==> src/hw/rtl/wavp_pkg.sv <==
`default_nettype none

package wavp_pkg;

  // Chunk tags as they appear in the stream, first byte in the top octet.
  localparam logic [31:0] TAG_RIFF = 32'h5249_4646;
  localparam logic [31:0] TAG_WAVE = 32'h5741_5645;
  localparam logic [31:0] TAG_FMT  = 32'h666D_7420;
  localparam logic [31:0] TAG_DATA = 32'h6461_7461;

  // Length of the fmt body that is decoded, and the only accepted format.
  localparam logic [31:0] FMT_BODY = 32'd16;
  localparam logic [15:0] PCM_CODE = 16'd1;
  localparam logic [15:0] PCM_BITS = 16'd16;

  // Result kinds.
  localparam logic [1:0] KIND_FORMAT = 2'd0;
  localparam logic [1:0] KIND_SAMPLE = 2'd1;
  localparam logic [1:0] KIND_DONE   = 2'd2;
  localparam logic [1:0] KIND_ERROR  = 2'd3;

  // Error codes.
  localparam logic [2:0] ERR_NOT_WAVE   = 3'd0;
  localparam logic [2:0] ERR_BAD_FMT    = 3'd1;
  localparam logic [2:0] ERR_NOT_PCM    = 3'd2;
  localparam logic [2:0] ERR_NOT_16BIT  = 3'd3;
  localparam logic [2:0] ERR_MISSING    = 3'd4;
  localparam logic [2:0] ERR_SHORT_DATA = 3'd5;

  typedef enum logic [2:0] {
    PH_HDR,
    PH_CHDR,
    PH_FMT,
    PH_SKIP,
    PH_DATA,
    PH_DONE,
    PH_ERR
  } phase_t;

  // Parser state carried from one byte to the next.
  typedef struct packed {
    phase_t      phase;
    logic [3:0]  byte_position;
    logic [31:0] chunk_length;
    logic [31:0] chunk_tag;
    logic [15:0] field_shift;
    logic [15:0] first_of_pair;
    logic        format_seen;
    logic        pad_pending;
    logic [15:0] saved_channels;
    logic [31:0] saved_rate;
  } state_t;

  localparam state_t STATE_RESET = '{
    phase:          PH_HDR,
    byte_position:  4'd0,
    chunk_length:   32'd0,
    chunk_tag:      32'd0,
    field_shift:    16'd0,
    first_of_pair:  16'd0,
    format_seen:    1'b0,
    pad_pending:    1'b0,
    saved_channels: 16'd0,
    saved_rate:     32'd0
  };

  // One result item.
  typedef struct packed {
    logic [1:0]         kind;
    logic signed [16:0] mono_sum;
    logic               end_of_data;
    logic [15:0]        channel_count;
    logic [31:0]        rate_hz;
    logic [2:0]         error_code;
  } result_t;

endpackage

`default_nettype wire

==> src/hw/rtl/wavp_step.sv <==
`default_nettype none

// Next-state and result logic for one byte or end-of-file request.
module wavp_step (
  input  wire wavp_pkg::state_t  cur,
  input  wire logic              op,
  input  wire logic [7:0]        data_byte,
  output wavp_pkg::state_t       nxt,
  output logic                   res_valid,
  output wavp_pkg::result_t      res
);
  import wavp_pkg::*;

  logic [3:0]  p;
  logic [3:0]  p_inc;
  logic [1:0]  q;
  logic [31:0] tag_shifted;
  logic [31:0] len_chdr;
  logic [31:0] len_dec;
  logic [31:0] len_fmt_rest;
  logic [15:0] second_word;
  logic signed [16:0] pair_sum;

  assign p           = cur.byte_position;
  assign p_inc       = p + 4'd1;
  assign q           = p[1:0];
  assign tag_shifted = {cur.chunk_tag[23:0], data_byte};
  assign len_dec     = cur.chunk_length - 32'd1;
  assign len_fmt_rest = cur.chunk_length - FMT_BODY;
  assign second_word = {data_byte, cur.field_shift[7:0]};
  assign pair_sum    = $signed({cur.first_of_pair[15], cur.first_of_pair})
                     + $signed({second_word[15], second_word});

  // Length field of a chunk header, little-endian, cleared at the first tag byte.
  always_comb begin
    if (p == 4'd0) begin
      len_chdr = 32'd0;
    end else if (p[2]) begin
      len_chdr = cur.chunk_length | ({24'd0, data_byte} << {q, 3'b000});
    end else begin
      len_chdr = cur.chunk_length;
    end
  end

  always_comb begin
    nxt       = cur;
    res_valid = 1'b0;
    res       = '0;

    if (op) begin
      // End of file: report what was cut short, then start over.
      nxt = STATE_RESET;
      unique case (cur.phase)
        PH_HDR: begin
          res_valid      = 1'b1;
          res.kind       = KIND_ERROR;
          res.error_code = ERR_NOT_WAVE;
        end
        PH_CHDR, PH_SKIP: begin
          res_valid      = 1'b1;
          res.kind       = KIND_ERROR;
          res.error_code = ERR_MISSING;
        end
        PH_FMT: begin
          res_valid      = 1'b1;
          res.kind       = KIND_ERROR;
          res.error_code = ERR_BAD_FMT;
        end
        PH_DATA: begin
          res_valid      = 1'b1;
          res.kind       = KIND_ERROR;
          res.error_code = ERR_SHORT_DATA;
        end
        default: begin
        end
      endcase
    end else begin
      unique case (cur.phase)
        // RIFF size bytes are not part of either tag.
        PH_HDR: begin
          if (p < 4'd4 || p >= 4'd8) begin
            nxt.chunk_tag = tag_shifted;
          end
          nxt.byte_position = p_inc;
          if (p == 4'd3 && tag_shifted != TAG_RIFF) begin
            nxt.phase      = PH_ERR;
            res_valid      = 1'b1;
            res.kind       = KIND_ERROR;
            res.error_code = ERR_NOT_WAVE;
          end else if (p == 4'd11) begin
            if (tag_shifted != TAG_WAVE) begin
              nxt.phase      = PH_ERR;
              res_valid      = 1'b1;
              res.kind       = KIND_ERROR;
              res.error_code = ERR_NOT_WAVE;
            end else begin
              nxt.phase         = PH_CHDR;
              nxt.byte_position = 4'd0;
            end
          end
        end

        // Chunk header: four tag bytes, four length bytes, then dispatch.
        PH_CHDR: begin
          if (!p[2]) begin
            nxt.chunk_tag = tag_shifted;
          end
          nxt.chunk_length  = len_chdr;
          nxt.byte_position = p_inc;
          if (p == 4'd7) begin
            nxt.byte_position = 4'd0;
            if (cur.chunk_tag == TAG_FMT) begin
              if (len_chdr < FMT_BODY) begin
                nxt.phase      = PH_ERR;
                res_valid      = 1'b1;
                res.kind       = KIND_ERROR;
                res.error_code = ERR_BAD_FMT;
              end else begin
                nxt.phase          = PH_FMT;
                nxt.first_of_pair  = 16'd0;
                nxt.field_shift    = 16'd0;
                nxt.saved_channels = 16'd0;
                nxt.saved_rate     = 32'd0;
              end
            end else if (cur.chunk_tag == TAG_DATA) begin
              if (!cur.format_seen) begin
                nxt.phase      = PH_ERR;
                res_valid      = 1'b1;
                res.kind       = KIND_ERROR;
                res.error_code = ERR_MISSING;
              end else if (len_chdr == 32'd0) begin
                nxt.phase = PH_DONE;
                res_valid = 1'b1;
                res.kind  = KIND_DONE;
              end else begin
                nxt.phase = PH_DATA;
              end
            end else begin
              // Unknown chunk: skip its body and pad byte.
              nxt.pad_pending = len_chdr[0];
              nxt.phase = (len_chdr == 32'd0 && !len_chdr[0]) ? PH_CHDR : PH_SKIP;
            end
          end
        end

        // Format body: tag, channels, rate, and bits per sample at the end.
        PH_FMT: begin
          if (p < 4'd2) begin
            nxt.first_of_pair = cur.first_of_pair | ({8'd0, data_byte} << {p[0], 3'b000});
          end else if (p < 4'd4) begin
            nxt.saved_channels = cur.saved_channels
                               | ({8'd0, data_byte} << {p[0], 3'b000});
          end else if (p < 4'd8) begin
            nxt.saved_rate = cur.saved_rate | ({24'd0, data_byte} << {q, 3'b000});
          end else if (p >= 4'd14) begin
            nxt.field_shift = cur.field_shift | ({8'd0, data_byte} << {p[0], 3'b000});
          end
          nxt.byte_position = p_inc;
          if (p == 4'd15) begin
            nxt.byte_position = 4'd0;
            if (cur.first_of_pair != PCM_CODE) begin
              nxt.phase      = PH_ERR;
              res_valid      = 1'b1;
              res.kind       = KIND_ERROR;
              res.error_code = ERR_NOT_PCM;
            end else if (second_word != PCM_BITS) begin
              nxt.phase      = PH_ERR;
              res_valid      = 1'b1;
              res.kind       = KIND_ERROR;
              res.error_code = ERR_NOT_16BIT;
            end else begin
              nxt.format_seen   = 1'b1;
              nxt.chunk_length  = len_fmt_rest;
              nxt.pad_pending   = cur.chunk_length[0];
              nxt.phase = (len_fmt_rest == 32'd0 && !cur.chunk_length[0]) ? PH_CHDR
                                                                           : PH_SKIP;
              res_valid         = 1'b1;
              res.kind          = KIND_FORMAT;
              res.channel_count = cur.saved_channels;
              res.rate_hz       = cur.saved_rate;
            end
          end
        end

        // Skip the rest of a chunk, then its pad byte.
        PH_SKIP: begin
          if (cur.chunk_length != 32'd0) begin
            nxt.chunk_length = len_dec;
            if (len_dec == 32'd0 && !cur.pad_pending) begin
              nxt.phase         = PH_CHDR;
              nxt.byte_position = 4'd0;
            end
          end else begin
            nxt.pad_pending   = 1'b0;
            nxt.phase         = PH_CHDR;
            nxt.byte_position = 4'd0;
          end
        end

        // Sample data: two little-endian words make one mono sum.
        PH_DATA: begin
          nxt.chunk_length  = len_dec;
          nxt.byte_position = {2'b00, q + 2'd1};
          unique case (q)
            2'd0: nxt.first_of_pair = {8'd0, data_byte};
            2'd1: nxt.first_of_pair = {data_byte, cur.first_of_pair[7:0]};
            2'd2: nxt.field_shift   = {8'd0, data_byte};
            2'd3: nxt.field_shift   = second_word;
            default: begin
            end
          endcase
          if (q == 2'd3) begin
            res_valid       = 1'b1;
            res.kind        = KIND_SAMPLE;
            res.mono_sum    = pair_sum;
            res.end_of_data = (len_dec < 32'd4);
            if (len_dec == 32'd0) begin
              nxt.phase = PH_DONE;
            end
          end else if (len_dec == 32'd0) begin
            nxt.phase = PH_DONE;
            res_valid = 1'b1;
            res.kind  = KIND_DONE;
          end
        end

        default: begin
        end
      endcase
    end
  end

endmodule

`default_nettype wire

==> src/hw/rtl/wav_pcm16_chunk_parser.sv <==
// Throughput: one byte or end-of-file request per cycle while not stalled; the
// parse state is updated in one pass through the step logic between input and
// result register. A byte that gives no result moves on even while the result
// register is stalled.
// Reset (rst, synchronous, active high) empties both registers and returns the
// parser to waiting for the RIFF header.
`default_nettype none

module wav_pcm16_chunk_parser (
  input  wire logic               clk,
  input  wire logic               rst,
  input  wire logic               in_valid,
  output logic                    in_stall,
  input  wire logic               op,
  input  wire logic [7:0]         data_byte,
  output logic                    out_valid,
  input  wire logic               out_stall,
  output logic [1:0]              kind,
  output logic signed [16:0]      mono_sum,
  output logic                    end_of_data,
  output logic [15:0]             channel_count,
  output logic [31:0]             rate_hz,
  output logic [2:0]              error_code
);
  import wavp_pkg::*;

  logic       s1_valid;
  logic       s1_op;
  logic [7:0] s1_byte;
  state_t     st;
  state_t     st_next;
  logic       res_valid;
  result_t    res;
  logic       advance;

  wavp_step u_step (
    .cur       (st),
    .op        (s1_op),
    .data_byte (s1_byte),
    .nxt       (st_next),
    .res_valid (res_valid),
    .res       (res)
  );

  // The held request moves on unless its result would overwrite a stalled one.
  assign advance  = s1_valid && (!res_valid || !out_valid || !out_stall);
  assign in_stall = s1_valid && !advance;

  always_ff @(posedge clk) begin
    if (rst) begin
      s1_valid  <= 1'b0;
      out_valid <= 1'b0;
      st        <= STATE_RESET;
    end else begin
      if (!in_stall) begin
        s1_valid <= in_valid;
        s1_op    <= op;
        s1_byte  <= data_byte;
      end
      if (advance) begin
        st <= st_next;
      end
      if (advance && res_valid) begin
        out_valid     <= 1'b1;
        kind          <= res.kind;
        mono_sum      <= res.mono_sum;
        end_of_data   <= res.end_of_data;
        channel_count <= res.channel_count;
        rate_hz       <= res.rate_hz;
        error_code    <= res.error_code;
      end else if (!out_stall) begin
        out_valid <= 1'b0;
      end
    end
  end

endmodule

`default_nettype wire

==> config.mk <==
export PLATFORM = sky130hd
export DESIGN_NAME = wav_pcm16_chunk_parser
export DESIGN_NICKNAME = d
export VERILOG_FILES = /design/src/hw/rtl/wavp_pkg.sv /design/src/hw/rtl/wavp_step.sv /design/src/hw/rtl/wav_pcm16_chunk_parser.sv
export SDC_FILE = /design/constraint.sdc
export NUM_CORES = 1
export LEC_CHECK = 0
export CAP_MARGIN = 20
export CORE_MARGIN = 2
export CORE_UTILIZATION = 45
export DETAILED_ROUTE_END_ITERATION = 8
export DONT_BUFFER_PORTS = 1
export PLACE_DENSITY_LB_ADDON = 0.25
export SLEW_MARGIN = 40
export SYNTH_ARGS = -nofsm -noshare
export SYNTH_HDL_FRONTEND = slang
export SYNTH_HIERARCHICAL = 1
export SYNTH_SLANG_ARGS = --single-unit
==> constraint.sdc <==
create_clock -name clk -period 14.4 [get_ports clk]
set_input_delay 0.72 -clock clk [delete_from_list [all_inputs] [get_ports clk]]
set_output_delay 0.72 -clock clk [all_outputs]
set_load 0.01 [all_outputs]
==> flow_summary.yaml <==
clock_tree:
  cts_inserted_buffers: 27
  cts_resized: 0
  root_buffer: "clkbuf_16"
  ctsHoldBuffers: 0
  clk_pin_slew_ns: 0.07
  cts_num_sinks: 227
  cts_tree: "done"
  cts.path.max_buffers: 3
  clock_latency_ns: 0.57
  postCtsSetupBuffers: 0
  htree_num_levels: 1
layout:
  drive_gt1_share_pct: 5.86
  nNetsFinal: 1859
  multi_input_area_um2: 9600
  finalCoreUtilization_pct: 48.8
  ff_latch_area_um2: 5350
  stdcell_count: 2297
  n_antenna_cell: 0
  fillers: 3327
  syn_to_final_growth_pct: 6.95
setup_path:
  r2r-end: "st[69]"
  crit_top_cell: "or4_4"
  crit_path_start: "st[141]"
  critical-path-max-stage-delay_ns: 0.64
  crit_required_ns: 13.68
  worstPathCellList: "or4_4 -> or3_4 -> or4_4 -> a2111oi_4 -> a21oi_1 -> nor2_1 -> o21ai_0 -> a31oi_1 -> and4_1"
  setup.worst_path.end: "in_stall"
  crit_arrival_ns: 4.53
  r2r-start: "st[141]"
  r2r_slack_ns: 9.68
  cp-start-kind: "register"
  path_class: "register to output pin"
  crit_path_end_kind: "output pin"
  r2r_cells: 12
  crit_fanout: 8
  worst_path_max_delay_cell: "or4_4"
pwr:
  internal_power_mw: 1.14
  p_leak_nw: 5.71
  ir_worst_vdd_mv: 0.0814
  p_comb_share_pct: 5.6
  netSwitchingFraction_pct: 23.6
  pwr-share-seq_pct: 44.9
  power.share.clock_pct: 49.5
  p_per_area_nw_per_um2: 88.9
  p_sw_mw: 0.353
sta:
  fmax_mhz: 190
  clock_skew_ns: 0.0134
  hold_violations: 0
  slew_headroom_pct: 41.1
  holdWs_ns: 0.241
  finalCriticalPeriod_ns: 5.25
  setup_viol: 0
  fin_tns_setup_ns: 0
  finalMaxSlewViolations: 0
  fin_crit_sh_pct: 36.5
  rsz0062_at_grt: "false"
  tightest_slew_ns: 0.881
  postLayoutSetupSlackWorst_ns: 9.15
drt:
  finalWirelength_um: 50600
  drt_iter0_markers: 1412
  ant_nets: 0
  drc: 0
  via_per_inst: 6.15
  vias: 14117
  wire_per_inst_um: 22.0
  first_pass_iters: 7
floorplanning:
  start_util_pct: 45.6
  die-height_um: 191
  die-width_um: 191
  rows: 68
  core-area_um2: 34500
  dieArea_um2: 36400
  ioPinCount: 86
yosys:
  avgSynthCellArea_um2: 8.09
  syn_inst: 1941
  syn_nets: 1979
  syn_area_um2: 15700
  yosysWarnings: 6
grt:
  grt_pass1_vias: 13156
  grt_max_degree: 295
  grt_pass1_wl_um: 78800
  grt_overflow_total: 0
  antenna_found_initial: 0
  grtUsageTotal_pct: 27.4
place:
  pre_cts_slack_ns: 9.74
  hpwl_um: 32700
  place_congestion: 0.993
  io_buffer_count: 0
  dp_cells: 2247
hold_path:
  worstHoldPathType: "input pin to register"
flow_run:
  drv_cap: 0
outcome:
  status: "complete, no violations"
power groups by stage:
stage / combinational (mW) / sequential [mW] / clock, mW
6_report: 0.0841 / 0.670 / 0.740
3_5_place_dp: 0.0824 / 0.684 / 0
2_1_floorplan: 0.0691 / 0.683 / 0
3_3_place_gp: 0.0809 / 0.685 / 0
4_1_cts: 0.0826 / 0.670 / 0.755
5_1_grt: 0.0876 / 0.670 / 0.770
worst min-delay path by stage:
stage | startpoint | to | cells after the start
2_1_floorplan | st[116] | st[116] | 2
3_3_place_gp | st[41] | st[41] | 2
3_5_place_dp | st[17] | st[17] | 2
4_1_cts | rst | s1_valid | 1
5_1_grt | data_byte[7] | s1_byte[7] | 0
6_report | rst | s1_valid | 1
placed cells by master, fill, tap and decap left out, types with 35 or more instances in the layout:
cell type and n:
nor2_1 176, mux2i_1 147, nor3_1 43, edfxtp_1 80
a31oi_1 35, a21oi_1 153, o21ai_0 104, and2_1 54
nand2_1 134, nand2b_1 303, dfxtp_1 146
flip-flops by register name, summed over array words and instances (netlist names), 2 cells and up:
signal         flops
s1_byte            8
st               145
rate_hz           32
mono_sum          17
error_code         3
kind               2
channel_count     16
routing by layer:
layer / up-vias / track usage, % / part of all wire (%)
li1: 6644 / - / -
met1: 6860 / 38.7 / 46
met2: 507 / 42.4 / 45
met3: 106 / 2.82 / 5.3
met4: 0 / 11.7 / 4.4
met5: - / 0 / 0
through the flow:
step,total power [mW],area [um^2]
finish,1.49,16800
global route,1.53,16800
CTS,1.51,16800
detailed placement,0.766,15800
global placement,0.766,15800
floorplan,0.753,15700
worst max-delay path: cells and delay by family, from the launching register on:
kind / cells / cell delay [ns]
AND/OR/NAND/NOR: 5 / 2.32
AO/OA/AOI/OAI: 4 / 1.22
flip-flops: 1 / 0.43
cell type report:
cell class / count / share of cell area [%]
multi-input cells: 1516 / 57.2
flip-flops and latches: 227 / 31.8
clock buffers: 35 / 4.50
well taps: 455 / 3.39
repair buffers: 27 / 1.44
clock inverters: 15 / 1.19
inverters: 22 / 0.492
Power figures use the tool's default switching activity.
